### src/hw/rtl/wsd_pkg.sv
`timescale 1ns / 1ps
// ----------------------------------------------------------------------------
// wsd_pkg
// shared types and constants of the websocket frame deframer
// ----------------------------------------------------------------------------
package wsd_pkg;

    localparam int QUEUE_DEPTH = 4;

    localparam logic [15:0] MAX_PAYLOAD_RESET = 16'hffff;

    localparam logic [3:0] OPCODE_MASK = 4'hf;
    localparam logic [6:0] LEN_EXT16   = 7'd126;
    localparam logic [6:0] LEN_EXT64   = 7'd127;
    localparam logic [1:0] LAST_KEY_IDX = 2'd3;

    localparam logic [2:0] ST_OK         = 3'd0;
    localparam logic [2:0] ST_INCOMPLETE = 3'd1;
    localparam logic [2:0] ST_UNMASKED   = 3'd2;
    localparam logic [2:0] ST_LEN64      = 3'd3;
    localparam logic [2:0] ST_SHORT      = 3'd4;
    localparam logic [2:0] ST_OVERFLOW   = 3'd5;

    typedef enum logic [6:0] {
        PH_HDR0  = 7'b0000001,
        PH_HDR1  = 7'b0000010,
        PH_LENHI = 7'b0000100,
        PH_LENLO = 7'b0001000,
        PH_MASK  = 7'b0010000,
        PH_DATA  = 7'b0100000,
        PH_DROP  = 7'b1000000
    } phase_t;

    typedef struct packed {
        logic        has_byte;
        logic [7:0]  raw_byte;
        logic [7:0]  key_byte;
        logic        done_res;
        logic [2:0]  status;
        logic [3:0]  opcode;
        logic [15:0] payload_length;
    } cmd_t;

endpackage

### src/hw/rtl/wsd_front.sv
`timescale 1ns / 1ps
// ----------------------------------------------------------------------------
// wsd_front
// frame header parser: tracks the phase, holds length and mask key, and
// issues one command word per result into the queue
// ----------------------------------------------------------------------------
module wsd_front
(
    input  logic              clk,
    input  logic              rst_n,
    input  logic              push,
    output logic              full,
    input  logic [7:0]        data_byte,
    input  logic              end_of_buffer,
    input  logic              cfg_valid,
    output logic              cfg_ready,
    input  logic [15:0]       cfg_data,
    input  logic              queue_full,
    output logic              cmd_valid,
    output wsd_pkg::cmd_t     cmd
);

    wsd_pkg::phase_t phase_reg, phase_next;
    logic [3:0]      opcode_reg, opcode_next;
    logic [15:0]     length_reg, length_next;
    logic [3:0][7:0] key_reg, key_next;
    logic [15:0]     count_reg, count_next;
    logic            over_reg, over_next;
    logic [15:0]     max_reg;

    logic            accept;
    logic            fin;
    logic [2:0]      fin_st;
    logic            tail;
    logic            has_out;
    logic [15:0]     count_inc;

    assign full      = queue_full;
    assign cfg_ready = 1'b1;
    assign accept    = push && !queue_full;
    assign count_inc = count_reg + 16'd1;

    always_comb
    begin
        phase_next  = phase_reg;
        opcode_next = opcode_reg;
        length_next = length_reg;
        key_next    = key_reg;
        count_next  = count_reg;
        over_next   = over_reg;
        fin         = 1'b0;
        fin_st      = wsd_pkg::ST_OK;
        tail        = 1'b0;
        has_out     = 1'b0;
        case (phase_reg)
            wsd_pkg::PH_HDR0:
            begin
                opcode_next = data_byte[3:0] & wsd_pkg::OPCODE_MASK;
                if (end_of_buffer)
                begin
                    fin    = 1'b1;
                    fin_st = wsd_pkg::ST_SHORT;
                end
                else
                begin
                    phase_next = wsd_pkg::PH_HDR1;
                end
            end
            wsd_pkg::PH_HDR1:
            begin
                if (!data_byte[7])
                begin
                    fin    = 1'b1;
                    fin_st = wsd_pkg::ST_UNMASKED;
                end
                else if (data_byte[6:0] == wsd_pkg::LEN_EXT64)
                begin
                    fin    = 1'b1;
                    fin_st = wsd_pkg::ST_LEN64;
                end
                else
                begin
                    count_next = 16'd0;
                    tail       = 1'b1;
                    if (data_byte[6:0] == wsd_pkg::LEN_EXT16)
                    begin
                        length_next = 16'd0;
                        phase_next  = wsd_pkg::PH_LENHI;
                    end
                    else
                    begin
                        length_next = {9'd0, data_byte[6:0]};
                        phase_next  = wsd_pkg::PH_MASK;
                    end
                end
            end
            wsd_pkg::PH_LENHI:
            begin
                length_next = {data_byte, 8'h00};
                phase_next  = wsd_pkg::PH_LENLO;
                tail        = 1'b1;
            end
            wsd_pkg::PH_LENLO:
            begin
                length_next = length_reg | {8'h00, data_byte};
                phase_next  = wsd_pkg::PH_MASK;
                tail        = 1'b1;
            end
            wsd_pkg::PH_MASK:
            begin
                key_next[count_reg[1:0]] = data_byte;
                count_next = count_inc;
                if (count_reg[1:0] == wsd_pkg::LAST_KEY_IDX)
                begin
                    count_next = 16'd0;
                    over_next  = length_reg > max_reg;
                    if (length_reg == 16'd0)
                    begin
                        fin    = 1'b1;
                        fin_st = wsd_pkg::ST_OK;
                    end
                    else
                    begin
                        phase_next = wsd_pkg::PH_DATA;
                        tail       = 1'b1;
                    end
                end
                else
                begin
                    tail = 1'b1;
                end
            end
            wsd_pkg::PH_DATA:
            begin
                count_next = count_inc;
                has_out    = !over_reg;
                if (count_inc >= length_reg)
                begin
                    fin    = 1'b1;
                    fin_st = over_reg ? wsd_pkg::ST_OVERFLOW : wsd_pkg::ST_OK;
                end
                else if (end_of_buffer)
                begin
                    fin    = 1'b1;
                    fin_st = wsd_pkg::ST_INCOMPLETE;
                end
            end
            wsd_pkg::PH_DROP:
            begin
                if (end_of_buffer)
                begin
                    phase_next = wsd_pkg::PH_HDR0;
                end
            end
            default:
            begin
                phase_next = wsd_pkg::PH_HDR0;
            end
        endcase
        if (tail && end_of_buffer)
        begin
            fin    = 1'b1;
            fin_st = wsd_pkg::ST_INCOMPLETE;
        end
        if (fin)
        begin
            phase_next = end_of_buffer ? wsd_pkg::PH_HDR0 : wsd_pkg::PH_DROP;
        end
    end

    always_comb
    begin
        cmd.has_byte       = has_out;
        cmd.raw_byte       = data_byte;
        cmd.key_byte       = key_reg[count_reg[1:0]];
        cmd.done_res       = fin;
        cmd.status         = fin ? fin_st : wsd_pkg::ST_OK;
        cmd.opcode         = opcode_next;
        cmd.payload_length = (fin && fin_st == wsd_pkg::ST_OK) ? length_reg : 16'd0;
        cmd_valid          = accept && (fin || has_out);
    end

    always_ff @(posedge clk or negedge rst_n)
    begin
        if (!rst_n)
        begin
            phase_reg  <= wsd_pkg::PH_HDR0;
            opcode_reg <= 4'd0;
            length_reg <= 16'd0;
            key_reg    <= '0;
            count_reg  <= 16'd0;
            over_reg   <= 1'b0;
        end
        else if (accept)
        begin
            phase_reg  <= phase_next;
            opcode_reg <= opcode_next;
            length_reg <= length_next;
            key_reg    <= key_next;
            count_reg  <= count_next;
            over_reg   <= over_next;
        end
    end

    always_ff @(posedge clk or negedge rst_n)
    begin
        if (!rst_n)
        begin
            max_reg <= wsd_pkg::MAX_PAYLOAD_RESET;
        end
        else if (cfg_valid && cfg_ready)
        begin
            max_reg <= cfg_data;
        end
    end

    // payload bytes only come out of the data phase of an accepted frame
    assert property (@(posedge clk) disable iff (!rst_n)
        (cmd_valid && cmd.has_byte) |-> (phase_reg == wsd_pkg::PH_DATA && !over_reg))
        else $error("payload byte issued outside data phase");

    // a frame that ends on the last buffer byte returns to header parsing
    assert property (@(posedge clk) disable iff (!rst_n)
        (cmd_valid && cmd.done_res && end_of_buffer) |=> (phase_reg == wsd_pkg::PH_HDR0))
        else $error("phase not back to header after buffer end");

    // the key index stays inside the four key bytes while collecting the mask
    assert property (@(posedge clk) disable iff (!rst_n)
        (phase_reg == wsd_pkg::PH_MASK) |-> (count_reg[15:2] == 14'd0))
        else $error("mask byte counter out of range");

endmodule

### src/hw/rtl/wsd_cmd_fifo.sv
`timescale 1ns / 1ps
// ----------------------------------------------------------------------------
// wsd_cmd_fifo
// short command queue between the parser and the output stage
// ----------------------------------------------------------------------------
module wsd_cmd_fifo
#(
    parameter int DEPTH = wsd_pkg::QUEUE_DEPTH
)
(
    input  logic          clk,
    input  logic          rst_n,
    input  logic          wr_en,
    input  wsd_pkg::cmd_t wr_data,
    output logic          full,
    input  logic          rd_en,
    output logic          not_empty,
    output wsd_pkg::cmd_t rd_data
);

    localparam int PTR_W = (DEPTH > 1) ? $clog2(DEPTH) : 1;
    localparam int CNT_W = $clog2(DEPTH + 1);

    wsd_pkg::cmd_t      entry_reg [DEPTH];
    logic [PTR_W-1:0]   wr_ptr_reg, wr_ptr_next;
    logic [PTR_W-1:0]   rd_ptr_reg, rd_ptr_next;
    logic [CNT_W-1:0]   count_reg, count_next;
    logic               do_wr;
    logic               do_rd;

    assign full      = (count_reg == CNT_W'(DEPTH));
    assign not_empty = (count_reg != '0);
    assign rd_data   = entry_reg[rd_ptr_reg];
    assign do_wr     = wr_en && !full;
    assign do_rd     = rd_en && not_empty;

    always_comb
    begin
        wr_ptr_next = wr_ptr_reg;
        rd_ptr_next = rd_ptr_reg;
        count_next  = count_reg;
        if (do_wr)
        begin
            wr_ptr_next = (wr_ptr_reg == PTR_W'(DEPTH - 1)) ? '0 : wr_ptr_reg + PTR_W'(1);
        end
        if (do_rd)
        begin
            rd_ptr_next = (rd_ptr_reg == PTR_W'(DEPTH - 1)) ? '0 : rd_ptr_reg + PTR_W'(1);
        end
        if (do_wr && !do_rd)
        begin
            count_next = count_reg + CNT_W'(1);
        end
        else if (do_rd && !do_wr)
        begin
            count_next = count_reg - CNT_W'(1);
        end
    end

    always_ff @(posedge clk or negedge rst_n)
    begin
        if (!rst_n)
        begin
            wr_ptr_reg <= '0;
            rd_ptr_reg <= '0;
            count_reg  <= '0;
        end
        else
        begin
            wr_ptr_reg <= wr_ptr_next;
            rd_ptr_reg <= rd_ptr_next;
            count_reg  <= count_next;
        end
    end

    always_ff @(posedge clk)
    begin
        if (do_wr)
        begin
            entry_reg[wr_ptr_reg] <= wr_data;
        end
    end

    assert property (@(posedge clk) disable iff (!rst_n)
        count_reg <= CNT_W'(DEPTH))
        else $error("queue count above depth");

    // the parser never offers a word into a full queue
    assert property (@(posedge clk) disable iff (!rst_n)
        !(wr_en && full))
        else $error("write into full queue");

endmodule

### src/hw/rtl/wsd_back.sv
`timescale 1ns / 1ps
// ----------------------------------------------------------------------------
// wsd_back
// output stage: unmasks the payload byte and holds the result word
// ----------------------------------------------------------------------------
module wsd_back
(
    input  logic          clk,
    input  logic          rst_n,
    input  logic          cmd_avail,
    input  wsd_pkg::cmd_t cmd,
    output logic          cmd_take,
    output logic          empty,
    input  logic          pop,
    output logic          has_byte,
    output logic [7:0]    payload_byte,
    output logic          done_res,
    output logic [2:0]    status,
    output logic [3:0]    opcode,
    output logic [15:0]   payload_length
);

    logic        valid_reg;
    logic        has_reg;
    logic [7:0]  byte_reg;
    logic        done_reg;
    logic [2:0]  status_reg;
    logic [3:0]  opcode_reg;
    logic [15:0] length_reg;

    assign cmd_take = cmd_avail && (!valid_reg || pop);
    assign empty    = !valid_reg;

    always_ff @(posedge clk or negedge rst_n)
    begin
        if (!rst_n)
        begin
            valid_reg <= 1'b0;
        end
        else if (cmd_take)
        begin
            valid_reg <= 1'b1;
        end
        else if (pop)
        begin
            valid_reg <= 1'b0;
        end
    end

    always_ff @(posedge clk)
    begin
        if (cmd_take)
        begin
            has_reg    <= cmd.has_byte;
            byte_reg   <= cmd.has_byte ? (cmd.raw_byte ^ cmd.key_byte) : 8'h00;
            done_reg   <= cmd.done_res;
            status_reg <= cmd.status;
            opcode_reg <= cmd.opcode;
            length_reg <= cmd.payload_length;
        end
    end

    assign has_byte       = has_reg;
    assign payload_byte   = byte_reg;
    assign done_res       = done_reg;
    assign status         = status_reg;
    assign opcode         = opcode_reg;
    assign payload_length = length_reg;

endmodule

### src/hw/rtl/websocket_frame_deframer_core.sv
`timescale 1ns / 1ps
// ----------------------------------------------------------------------------
// websocket_frame_deframer_core
// client websocket frame deframer: header parse, length check, unmasking
// ----------------------------------------------------------------------------
//  channel   handshake            payload
//  input     push / full          data_byte, end_of_buffer
//  result    pop / empty          has_byte, payload_byte, done_res, status,
//                                 opcode, payload_length
//  config    cfg_valid/cfg_ready  cfg_data (max_payload)
//
//  one input byte per cycle while full is low; a result reaches the result ports
//  after it passes through the command queue and then the output register
//  reset clears the parser to the first header byte and max_payload to 65535
//  full rises only when the command queue holds QUEUE_DEPTH waiting words
//  cfg_ready is always high
// ----------------------------------------------------------------------------
module websocket_frame_deframer_core
#(
    parameter int QUEUE_DEPTH = wsd_pkg::QUEUE_DEPTH
)
(
    input  logic        clk,
    input  logic        rst_n,
    input  logic        push,
    output logic        full,
    input  logic [7:0]  data_byte,
    input  logic        end_of_buffer,
    output logic        empty,
    input  logic        pop,
    output logic        has_byte,
    output logic [7:0]  payload_byte,
    output logic        done_res,
    output logic [2:0]  status,
    output logic [3:0]  opcode,
    output logic [15:0] payload_length,
    input  logic        cfg_valid,
    output logic        cfg_ready,
    input  logic [15:0] cfg_data
);

    wsd_pkg::cmd_t front_cmd;
    wsd_pkg::cmd_t queue_cmd;
    logic          front_valid;
    logic          queue_full;
    logic          queue_avail;
    logic          queue_take;

    wsd_front u_front
    (
        .clk           (clk),
        .rst_n         (rst_n),
        .push          (push),
        .full          (full),
        .data_byte     (data_byte),
        .end_of_buffer (end_of_buffer),
        .cfg_valid     (cfg_valid),
        .cfg_ready     (cfg_ready),
        .cfg_data      (cfg_data),
        .queue_full    (queue_full),
        .cmd_valid     (front_valid),
        .cmd           (front_cmd)
    );

    wsd_cmd_fifo #(.DEPTH(QUEUE_DEPTH)) u_queue
    (
        .clk       (clk),
        .rst_n     (rst_n),
        .wr_en     (front_valid),
        .wr_data   (front_cmd),
        .full      (queue_full),
        .rd_en     (queue_take),
        .not_empty (queue_avail),
        .rd_data   (queue_cmd)
    );

    wsd_back u_back
    (
        .clk            (clk),
        .rst_n          (rst_n),
        .cmd_avail      (queue_avail),
        .cmd            (queue_cmd),
        .cmd_take       (queue_take),
        .empty          (empty),
        .pop            (pop),
        .has_byte       (has_byte),
        .payload_byte   (payload_byte),
        .done_res       (done_res),
        .status         (status),
        .opcode         (opcode),
        .payload_length (payload_length)
    );

endmodule
### config.mk
export PLATFORM = sky130hd
export DESIGN_NAME = websocket_frame_deframer_core
export DESIGN_NICKNAME = d
export VERILOG_FILES = /design/src/hw/rtl/wsd_pkg.sv /design/src/hw/rtl/wsd_front.sv /design/src/hw/rtl/wsd_cmd_fifo.sv /design/src/hw/rtl/wsd_back.sv /design/src/hw/rtl/websocket_frame_deframer_core.sv
export SDC_FILE = /design/constraint.sdc
export NUM_CORES = 1
export LEC_CHECK = 0
export BUFFER_PORTS_ARGS = -buffer_cell sky130_fd_sc_hd__buf_2
export CORE_AREA = 3 3 151 153
export CTS_BUF_LIST = sky130_fd_sc_hd__clkbuf_16
export DETAILED_ROUTE_END_ITERATION = 10
export DIE_AREA = 0 0 154 156
export PLACE_DENSITY = 0.79
export SETUP_SLACK_MARGIN = 0.5
export SYNTH_ARGS = -nofsm -noshare
export SYNTH_HDL_FRONTEND = slang
export SYNTH_HIERARCHICAL = 1
export SYNTH_SLANG_ARGS = --single-unit
### constraint.sdc
create_clock -name clk -period 6.94 [get_ports clk]
set_clock_uncertainty 0.1 [all_clocks]
set_input_delay 0.347 -clock clk [delete_from_list [all_inputs] [get_ports clk]]
set_output_delay 0.347 -clock clk [all_outputs]
set_load 0.05 [all_outputs]
; Word level (Yosys, flattened, before mapping)
; Memory sizes are Yosys's and may differ from the RTL's.
; Index checks and enable logic that the tools add are counted.
[word_totals]
reg_bits = 133
ramBits = 164
in_bits = 30
out_inout_bits = 36
word_cells = 140
memories = 1
[memory_table]
columns = name, words, word_bits, rd, rd_ports_with_merged_regs, wr, line
row1 = u_queue.entry_reg, 4, 41, 1, 0, 1, wsd_cmd_fifo.sv:24  ; wsd_pkg::cmd_t entry_reg [DEPTH];
[op_classes]
addsub = 5
n_lt_le_gt_ge = 4
n_eq_ne = 22
muxes = 56
bitwise_logic = 2
n_reduce_logical = 30
[op_table]
columns = op, count
row1 = 2-to-1 mux 16 bit, 6
row2 = case mux 16 bit (3 select lines), 2
row3 = 2-to-1 mux 7 bit, 9
row4 = case mux 7 bit (7 select lines), 1
row5 = bitwise mux 32 bit, 1
row6 = 2-to-1 mux 3 bit, 8
row7 = == test 7 bit (second input constant), 3
row8 = 2-to-1 mux 1 bit, 17
row9 = adder 16 x 1 -> 16 bit (second input constant), 1
row10 = binary-select mux 8 bit (select 2 bit), 1
row11 = demux 8 bit (select 2 bit), 1
row12 = >= comparator 16 bit, 1
row13 = greater-than comparator 16 bit, 1
row14 = logical NOT 16 bit, 1
row15 = 2-to-1 mux 8 bit, 2
row16 = bitwise OR 16 x 8 -> 16 bit, 1
row17 = inequality test 3 x 2 -> 1 bit (second input constant), 5
row18 = logical AND 1 bit, 10
row19 = case mux 3 bit (3 select lines), 1
row20 = nonzero test 3 bit, 3
row21 = AND reduction 4 bit, 2
row22 = AND reduction 8 bit, 1
row23 = XOR 8 bit, 1
row24 = == test 7 x 1 -> 1 bit (second input constant), 1
row25 = 27 further kinds, 39

; Depth between registers and ports, before layout
; Gate-level depths: netlist of run 1.
[depth]
ltp_word = 13
depth_mapped = 24
mapped_depth_nobuf = 21

; Hierarchy
; The synthesis of run 1 kept the hierarchy.
[modules_own_cells]
columns = mod, instances, cells_each, area_per_inst_um2, seq_area_each_um2
row1 = wsd_cmd_fifo, 1, 252, 6429.9, 5099.9
row2 = wsd_front, 1, 552, 5592.9, 2323.5
row3 = wsd_back, 1, 54, 1158.6, 1016.0

; Worst setup path before layout of run 1
; OpenSTA, ideal clock, no wires.
[synth_timing]
path_kind = register to register
start = register u_front.count_reg[0]
end = memory u_queue/entry_reg[3][0] (netlist name), enable pin
setup_time_ns = 0.402
arrival_time_ns = 4.429
required_ns = 6.438
path_slack_ns = 2.009
stages_incl_launch_ff = 20
n_path_buf = 3
synth_period_minus_slack_ns = 4.931
cell_sequence = dfrtp_1 ha_1 nand3_1 nor2_1 and3_1 and3_1 clkbuf_1 nand2_1 xnor2_1 ha_1 o21ai_0 nor2_1 nor3_1 a211oi_2 o31ai_2 buf_6 a21oi_1 nor2b_1 buf_6 and2_1
[synth_between]
elab_chain_len = 10
elab_cells_between_ends = 15
cone_classes = add/sub (1) / order compare (1) / eq/ne (1) / mux (8) / reduce/logical (4)
[synth_rtl]
columns = element, line
row1 = from (decl), wsd_front.sv:27  ; logic [15:0] count_reg, count_next;
row2 = from (signal assigned), wsd_front.sv:200  ; count_reg <= count_next;
row3 = adder 16 x 1 -> 16 bit or == test 2 bit (tied branches), "wsd_front.sv:41, wsd_front.sv:113"
row4 = >= comparator 16 bit or 2-to-1 mux 1 bit (tied branches), "wsd_front.sv:137, wsd_front.sv:113"
row5 = 2-to-1 mux 1 bit or case mux 1 bit (3 select lines) (tied branches), "wsd_front.sv:137, wsd_front.sv:55"
row6 = case mux 1 bit (4 select lines) or logical AND 1 bit (tied branches), "wsd_front.sv:55, wsd_front.sv:160"
row7 = 2-to-1 mux 1 bit *, wsd_front.sv:160  ; if (tail && end_of_buffer)
row8 = logical OR 1 bit *, wsd_front.sv:180  ; cmd_valid = accept && (fin || has_out);
row9 = logical AND 1 bit *, wsd_front.sv:180
row10 = via front_valid, websocket_frame_deframer_core.sv:44  ; logic front_valid;
row11 = logical AND 1 bit *, wsd_cmd_fifo.sv:34  ; assign do_wr = wr_en && !full;
row12 = via u_queue.do_wr, wsd_cmd_fifo.sv:28  ; logic do_wr;
row13 = 2-to-1 mux 1 bit *, wsd_cmd_fifo.sv:78  ; if (do_wr)
row14 = 2-to-1 mux 1 bit (not written as such) *, wsd_cmd_fifo.sv:80  ; entry_reg[wr_ptr_reg] <= wr_data;
row15 = to (decl), wsd_cmd_fifo.sv:24
; Mark *: on every way through the listed nets, which the timed path passes. The rest lies on a longest branch.

; Worst setup path in the final report of run 1
[layout_timing]
start = register u_front.count_reg[0]
end = memory u_queue/entry_reg[0][1] (netlist name), enable pin
[layout_between]
elab_chain_len = 10
elab_cells_between_ends = 15
cone_classes = add/sub (1) / order compare (1) / eq/ne (1) / mux (8) / reduce/logical (4)
[layout_rtl]
columns = element, line
row1 = adder 16 x 1 -> 16 bit or == test 2 bit (tied branches), "wsd_front.sv:41, wsd_front.sv:113"
row2 = >= comparator 16 bit or 2-to-1 mux 1 bit (tied branches), "wsd_front.sv:137, wsd_front.sv:113"
row3 = 2-to-1 mux 1 bit or case mux 1 bit (3 select lines) (tied branches), "wsd_front.sv:137, wsd_front.sv:55"
row4 = case mux 1 bit (4 select lines) or logical AND 1 bit (tied branches), "wsd_front.sv:55, wsd_front.sv:160"
row5 = 2-to-1 mux 1 bit *, wsd_front.sv:160
row6 = logical OR 1 bit *, wsd_front.sv:180
row7 = logical AND 1 bit *, wsd_front.sv:180
row8 = via front_valid, websocket_frame_deframer_core.sv:44
row9 = logical AND 1 bit *, wsd_cmd_fifo.sv:34
row10 = 2-to-1 mux 1 bit *, wsd_cmd_fifo.sv:78
row11 = 2-to-1 mux 1 bit (not written as such) *, wsd_cmd_fifo.sv:80
; Marked as above.

==> results of run 1 <==
[area by class of cell]
class | count | area (µm²) | area share
inverter | 42 | 157.7 | 0.01073
clock buffer | 29 | 725.7 | 0.04941
multi-input combinational | 467 | 4230 | 0.2880
timing repair buffer | 96 | 608.1 | 0.04140
clock inverter | 25 | 173.9 | 0.01184
tap | 280 | 350.3 | 0.02385
sequential | 297 | 8441 | 0.5747
[through the flow]
step,instances,setup WS (ns)
floorplan,858,2.009
global placement,1164,1.418
detailed placement,1164,1.183
CTS,1236,1.078
global route,1236,0.6611
finish,1236,1.115
[where the power goes]
part	total [mW]	switching (mW)	internal, mW
sequential	2.44	0.176	2.27
clock	1.47	0.639	0.833
combinational	1.71	1.07	0.646
[layout by cell type, fill, tap and decap left out, types with 15 or more instances in the layout]
master / netlist / final
mux2_2: 51 / 51
nor2_1: 26 / 26
mux4_2: 46 / 46
a21oi_1: 15 / 15
dlygate4sd3_1: 0 / 18
buf_4: 14 / 15
ha_1: 43 / 43
dfstp_2: 17 / 17
buf_2: 13 / 63
inv_1: 42 / 45
dfrtp_1: 83 / 82
edfxtp_1: 197 / 197
o21ai_0: 48 / 48
nand2_1: 64 / 64
clkbuf_16: 0 / 29
[routing by layer]
layer / routed length (µm) / global-route usage / up-vias
met2: 12270 / 0.3573 / 251
met1: 11070 / 0.3111 / 3689
met3: 1649 / 0.02940 / 50
met5: 0 / 0 / -
met4: 723 / 0.07191 / 0
li1: - / - / 3376
[worst paths after layout]
path | startpoint | endpoint | slack (ns) | depth (start not counted)
max | u_front/count_reg[0] | u_queue/entry_reg[0][1] | 1.11 | 18
min | data_byte[5] | u_queue/entry_reg[0][37] | 0.09 | 1
max reg2reg | u_front/count_reg[0] | u_queue/entry_reg[0][1] | 1.11 | 18
min reg2reg | u_queue/count_reg[2] | u_queue/count_reg[2] | 0.40 | 1
max in group asynchronous | rst_n | u_front/key_reg[19] | 5.29 | 3
min in group asynchronous | rst_n | u_queue/rd_ptr_reg[0] | 0.15 | 2
[kinds of logic (layout without fill, tap and decap cells)]
family	count (synthesis)	count (layout)
other	1	1
AOI/OAI and AO/OA	103	103
muxes	103	103
buffers and inverters	94	192
adders and majority gates	44	44
and+or+nand+nor	190	190
xor gates and xnor gates	26	26
DFF	297	297
==> results.sh, run 1 <==
export IMPL_status="finished clean"
export IMPL_p_leak_nw=5.703
export IMPL_routed_via_count=7366
export IMPL_synth_cell_types=67
export IMPL_crit_required_ns=7.08
export IMPL_die_h_um=156
export IMPL_slew_limit_headroom=0.3052
export IMPL_synth_xor_xnor_area_share=0.01728
export IMPL_tns_ns=0
export IMPL_drive_above_1_share=0.2720
export IMPL_grt_pass1_vias=7472
export IMPL_synthToLayoutAreaGrowth_pct=11.42
export IMPL_synth_commonest_cells="edfxtp_1 (197), dfrtp_1 (83), nand2_1 (64)"
export IMPL_tightest_slew_ns=1.028
export IMPL_postCtsHoldBufs=18
export IMPL_syn_cell_area_um2=13180
export IMPL_synth_edff_count=197
export IMPL_synth_top_area_share=0.4488
export IMPL_synth_area_top_cells="edfxtp_1 (45%), dfrtp_1 (16%), mux4_2 (7.9%)"
export IMPL_first_iter_violations=654
export IMPL_grt_pass1_wl_um=41580
export IMPL_gr_usage_all_layers=0.2187
export IMPL_synth_yosys_seq_area_share=0.6402
export IMPL_fill_cells=1455
export IMPL_syn_avg_cell_area_um2=15.36
export IMPL_synth_most_common_cell="edfxtp_1"
export IMPL_worst_setup_path_start_kind="flip-flop"
export IMPL_worstPathCellList="ha_1 > nand3_1 > nor2_1 > and3_1 > and3_1 > nand3_1 > xnor2_1 > ha_1 > a211oi_1 > nor2_1 > nor3_1 > a211oi_2 > o31ai_2 > buf_4 > a21oi_1 > nor2b_1 > and2_2 > buf_4"
export IMPL_detail_route_antenna_nets=0
export IMPL_finalInstanceArea_um2=14690
export IMPL_largest_reg_flops=164
export IMPL_synthCells=858
export IMPL_routedWlPerCell_um=20.80
export IMPL_rsz0062_at_grt="false"
export IMPL_hold_path_class="in2reg"
export IMPL_max_freq_mhz=171.7
export IMPL_numCtsBuffers=29
export IMPL_fp_dieW_um=154
export IMPL_critPathKind="reg2reg"
export IMPL_synthesis_nets=932
export IMPL_antenna_cells=0
export IMPL_overflow=0
export IMPL_post_cts_buffers=0
export IMPL_final_nets=1007
export IMPL_synthFlopType="edfxtp_1"
export IMPL_period_share=0.8393
export IMPL_synth_compound_area_frac=0.05002
export IMPL_place_area_um2=13610
export IMPL_cts_sinks=297
export IMPL_clock_latency_ns=0.54
export IMPL_crit_path_max_fanout=25
export IMPL_core_area_um2=21690
export IMPL_cp_data_arrival_time_ns=5.97
export IMPL_final_core_util=0.6772
export IMPL_dr_pass1_iters=5
export IMPL_place_congestion=0.8609
export IMPL_port_buffers=64
export IMPL_whs_ns=0.08651
export IMPL_ctsHtreeMaxLevel=1
export IMPL_synth_async_sr_flop_share=0.3367
export IMPL_initial_core_util=0.6078
export IMPL_grt_max_degree=79
export IMPL_crit_family="simple AND/OR/NAND/NOR gates"
export IMPL_synth_top_cell_by_area="edfxtp_1"
export IMPL_wirelength_um=25710
export IMPL_ctsLongestPathBuffers=3
export IMPL_synth_seq_cells=297
export IMPL_post_route_drc_count=0
export IMPL_cts_tree="done"
export IMPL_finalPower_mw=5.627
export IMPL_vdd_drop_max_mv=0.2520
export IMPL_yosys_area_share_simple=0.07945
export IMPL_synth_mux_area_frac=0.1312
export IMPL_setup_violations=0
export IMPL_cts_resized=0
export IMPL_place_hpwl_um=16720
export IMPL_synth_top_family_by_area="multiplexers"
export IMPL_powerDensity_nw_per_um2=383.1
export IMPL_cpPeakStageDelay_ns=0.78
export IMPL_finalHoldViolCount=0
export IMPL_antenna_found_initial=0
export IMPL_critPathSlowestCell="dfrtp_1"
export IMPL_via_per_inst=5.960
export IMPL_timing_critical_path_buf_inv=2
export IMPL_drv_slew=0
export IMPL_fp_dieArea_um2=24020
export IMPL_timing_final_crit_period_ns=5.825
export IMPL_io_pins=66
export IMPL_yosys_warnings=6
export IMPL_synthAdderAreaFrac=0.04234
export IMPL_placementRows=54
export IMPL_cp_end_kind="flip-flop"
export IMPL_clk_pin_slew_ns=0.06
export IMPL_cts_root_buf="clkbuf_16"
export IMPL_maxCapViolCount=0
No activity file was read; power rests on OpenSTA's default activity.
==> inputs of run 2 (changes only) <==
Clock period 6.94 ns to 6.1 ns, I/O delays scaled along.
==> results.sh, run 2 (synthesis results as in run 1) <==
export IMPL_initial_core_util=0.6078
export IMPL_layout_commonest_cell="edfxtp_1"
export IMPL_overflow=0
export IMPL_timing_critical_path_buf_inv=1
export IMPL_largest_reg_flops=164
export IMPL_cp_data_arrival_time_ns=5.40
export IMPL_final_nets=1007
export IMPL_core_area_um2=21690
export IMPL_dp_cells=1163
export IMPL_slew_limit_headroom=0.2597
export IMPL_io_pins=66
export IMPL_whs_ns=0.01637
export IMPL_critPathSlowestCell="dfrtp_2"
export IMPL_cts_root_buf="clkbuf_16"
export IMPL_cpPeakStageDelay_ns=0.54
export IMPL_holdPathEnd="u_front/length_reg[13]"
export IMPL_timing_final_crit_period_ns=5.034
export IMPL_gr_usage_all_layers=0.2147
export IMPL_drv_slew=0
export IMPL_worstPathCellList="ha_1 > nand3_1 > nor2_1 > and3_1 > and3_1 > nand3_1 > xnor2_1 > ha_1 > a211oi_1 > nor2_1 > nor3_1 > a211oi_2 > o31ai_2 > a21oi_1 > nor2b_2 > ha_1 > inv_1 > fa_1 > xor2_1 > nor2_1 > xor2_1"
export IMPL_fp_dieW_um=154
export IMPL_clock_latency_ns=0.54
export IMPL_grt_pass1_wl_um=41030
export IMPL_grt_max_degree=54
export IMPL_r2r_slack_ns=1.07
export IMPL_ctsHtreeMaxLevel=1
export IMPL_clk_pin_slew_ns=0.06
export IMPL_vdd_drop_max_mv=0.1902
export IMPL_wirelength_um=25410
export IMPL_period_share=0.8252
export IMPL_grt_pass1_vias=7669
export IMPL_stdcell_count=1237
export IMPL_final_core_util=0.6825
export IMPL_finalHoldViolCount=0
export IMPL_ctsLongestPathBuffers=3
export IMPL_fp_dieArea_um2=24020
export IMPL_crit_path_max_fanout=14
export IMPL_cts_sinks=297
export IMPL_die_h_um=156
export IMPL_status="finished clean"
export IMPL_drive_above_1_share=0.2717
export IMPL_crit_required_ns=6.47
export IMPL_antenna_cells=0
export IMPL_tightest_slew_ns=1.095
export IMPL_antenna_found_initial=1
export IMPL_setup_violations=0
export IMPL_hold_path_startpoint="data_byte[5]"
export IMPL_p_leak_nw=5.748
export IMPL_worstReg2RegEnd="u_queue/count_reg[2]"
export IMPL_via_per_inst=6.005
export IMPL_ff2ff_path_depth=21
export IMPL_worstHoldPathCells=3
export IMPL_hold_path_class="in2reg"
export IMPL_tns_ns=0
export IMPL_r2r_start="u_front/count_reg[1]"
export IMPL_powerDensity_nw_per_um2=440.2
export IMPL_maxCapViolCount=0
export IMPL_dr_pass1_iters=6
export IMPL_post_route_drc_count=0
export IMPL_place_hpwl_um=16660
export IMPL_crit_family="simple AND/OR/NAND/NOR gates"
export IMPL_cts_tree="done"
export IMPL_max_freq_mhz=198.7
export IMPL_first_iter_violations=539
export IMPL_placementRows=54
export IMPL_worst_setup_path_start_kind="flip-flop"
export IMPL_cp_end_kind="flip-flop"
export IMPL_routed_via_count=7428
export IMPL_numCtsBuffers=30
export IMPL_port_buffers=64
export IMPL_detail_route_antenna_nets=0
export IMPL_routedWlPerCell_um=20.54
export IMPL_post_cts_buffers=0
export IMPL_mostFrequentLayoutCells="edfxtp_1 (197), dfrtp_1 (81), nand2_1 (64), buf_2 (63), mux2_2 (51)"
export IMPL_critPathKind="reg2reg"
export IMPL_synthToLayoutAreaGrowth_pct=12.30
export IMPL_rsz0062_at_grt="false"
export IMPL_place_congestion=0.8592
==> run 2: cell types whose count changed in the layout (fill, tap and decap cells not counted), sizes merged <==
cell	previous run	this run
buf	78	77
inv	46	49
clkinv	16	12
bufinv	2	4
clkbuf	29	30
==> run 2: worst max path at each step <==
stage,slack [ns],start,to,cells after the start
floorplan,1.17,u_front/count_reg[0],u_queue/entry_reg[3][0],19
global placement,0.97,u_front/count_reg[1],u_queue/entry_reg[2][28],17
detailed placement,0.80,u_front/count_reg[1],u_queue/entry_reg[2][37],17
CTS,0.80,u_front/count_reg[1],u_queue/entry_reg[2][31],17
global route,0.62,u_front/count_reg[1],u_queue/count_reg[2],21
finish,1.07,u_front/count_reg[1],u_queue/count_reg[2],21
==> run 2: report_power, final <==
| part | leakage (nW) | total (mW) | switching (mW) | internal [mW] |
|---|---|---|---|---|
| sequential | 3.11 | 2.80 | 0.218 | 2.58 |
| clock | 0.492 | 1.79 | 0.728 | 1.06 |
| combinational | 2.14 | 1.93 | 1.19 | 0.740 |
| total | 5.75 | 6.52 | 2.14 | 4.38 |
==> run 2: worst reg2reg max path, stage by stage, from the launching register on <==
cell      delay (ns)
dfrtp_2         0.54
ha_1            0.31
nand3_1         0.19
nor2_1          0.28
and3_1          0.20
and3_1          0.26
nand3_1         0.12
xnor2_1         0.24
ha_1            0.20
a211oi_1        0.07
nor2_1          0.19
nor3_1          0.09
a211oi_2        0.42
o31ai_2         0.12
a21oi_1         0.15
nor2b_2         0.34
ha_1            0.25
inv_1           0.08
fa_1            0.39
xor2_1          0.16
nor2_1          0.11
xor2_1          0.15
==> run 2: metal layers <==
metal,part of all wire,global-route usage,vias up
li1,-,-,3374
met1,0.42,0.2994,3748
met2,0.49,0.3611,270
met3,0.069,0.03689,36
met4,0.017,0.05004,0
met5,0,0,-
==> run 2: through the flow <==
| step | area [µm²] | total power, mW | worst slack [ns] |
|---|---|---|---|
| 4_1_cts | 14800 | 6.561 | 0.8016 |
| 5_1_grt | 14800 | 6.833 | 0.6211 |
| 3_5_place_dp | 13640 | 4.747 | 0.8046 |
| 3_3_place_gp | 13640 | 4.678 | 0.9705 |
| 6_report | 14800 | 6.517 | 1.066 |
| 2_1_floorplan | 13180 | 4.352 | 1.169 |
==> run 2: cell type report <==
class	count	area, µm²
flip-flops and latches	297	8442
fillers	1442	6885
multi-input cells	467	4233
clock buffers	30	750.7
repair buffers	95	638.1
well taps	280	350.3
clock inverters	26	231.5
inverters	42	157.7
==> run 2: repair_timing <==
action                     in CTS  in global routing
hold endpoints to repair       68                  0
setup endpoints to repair       0                121
gates resized for setup         0                  2
hold buffers                   18                  0
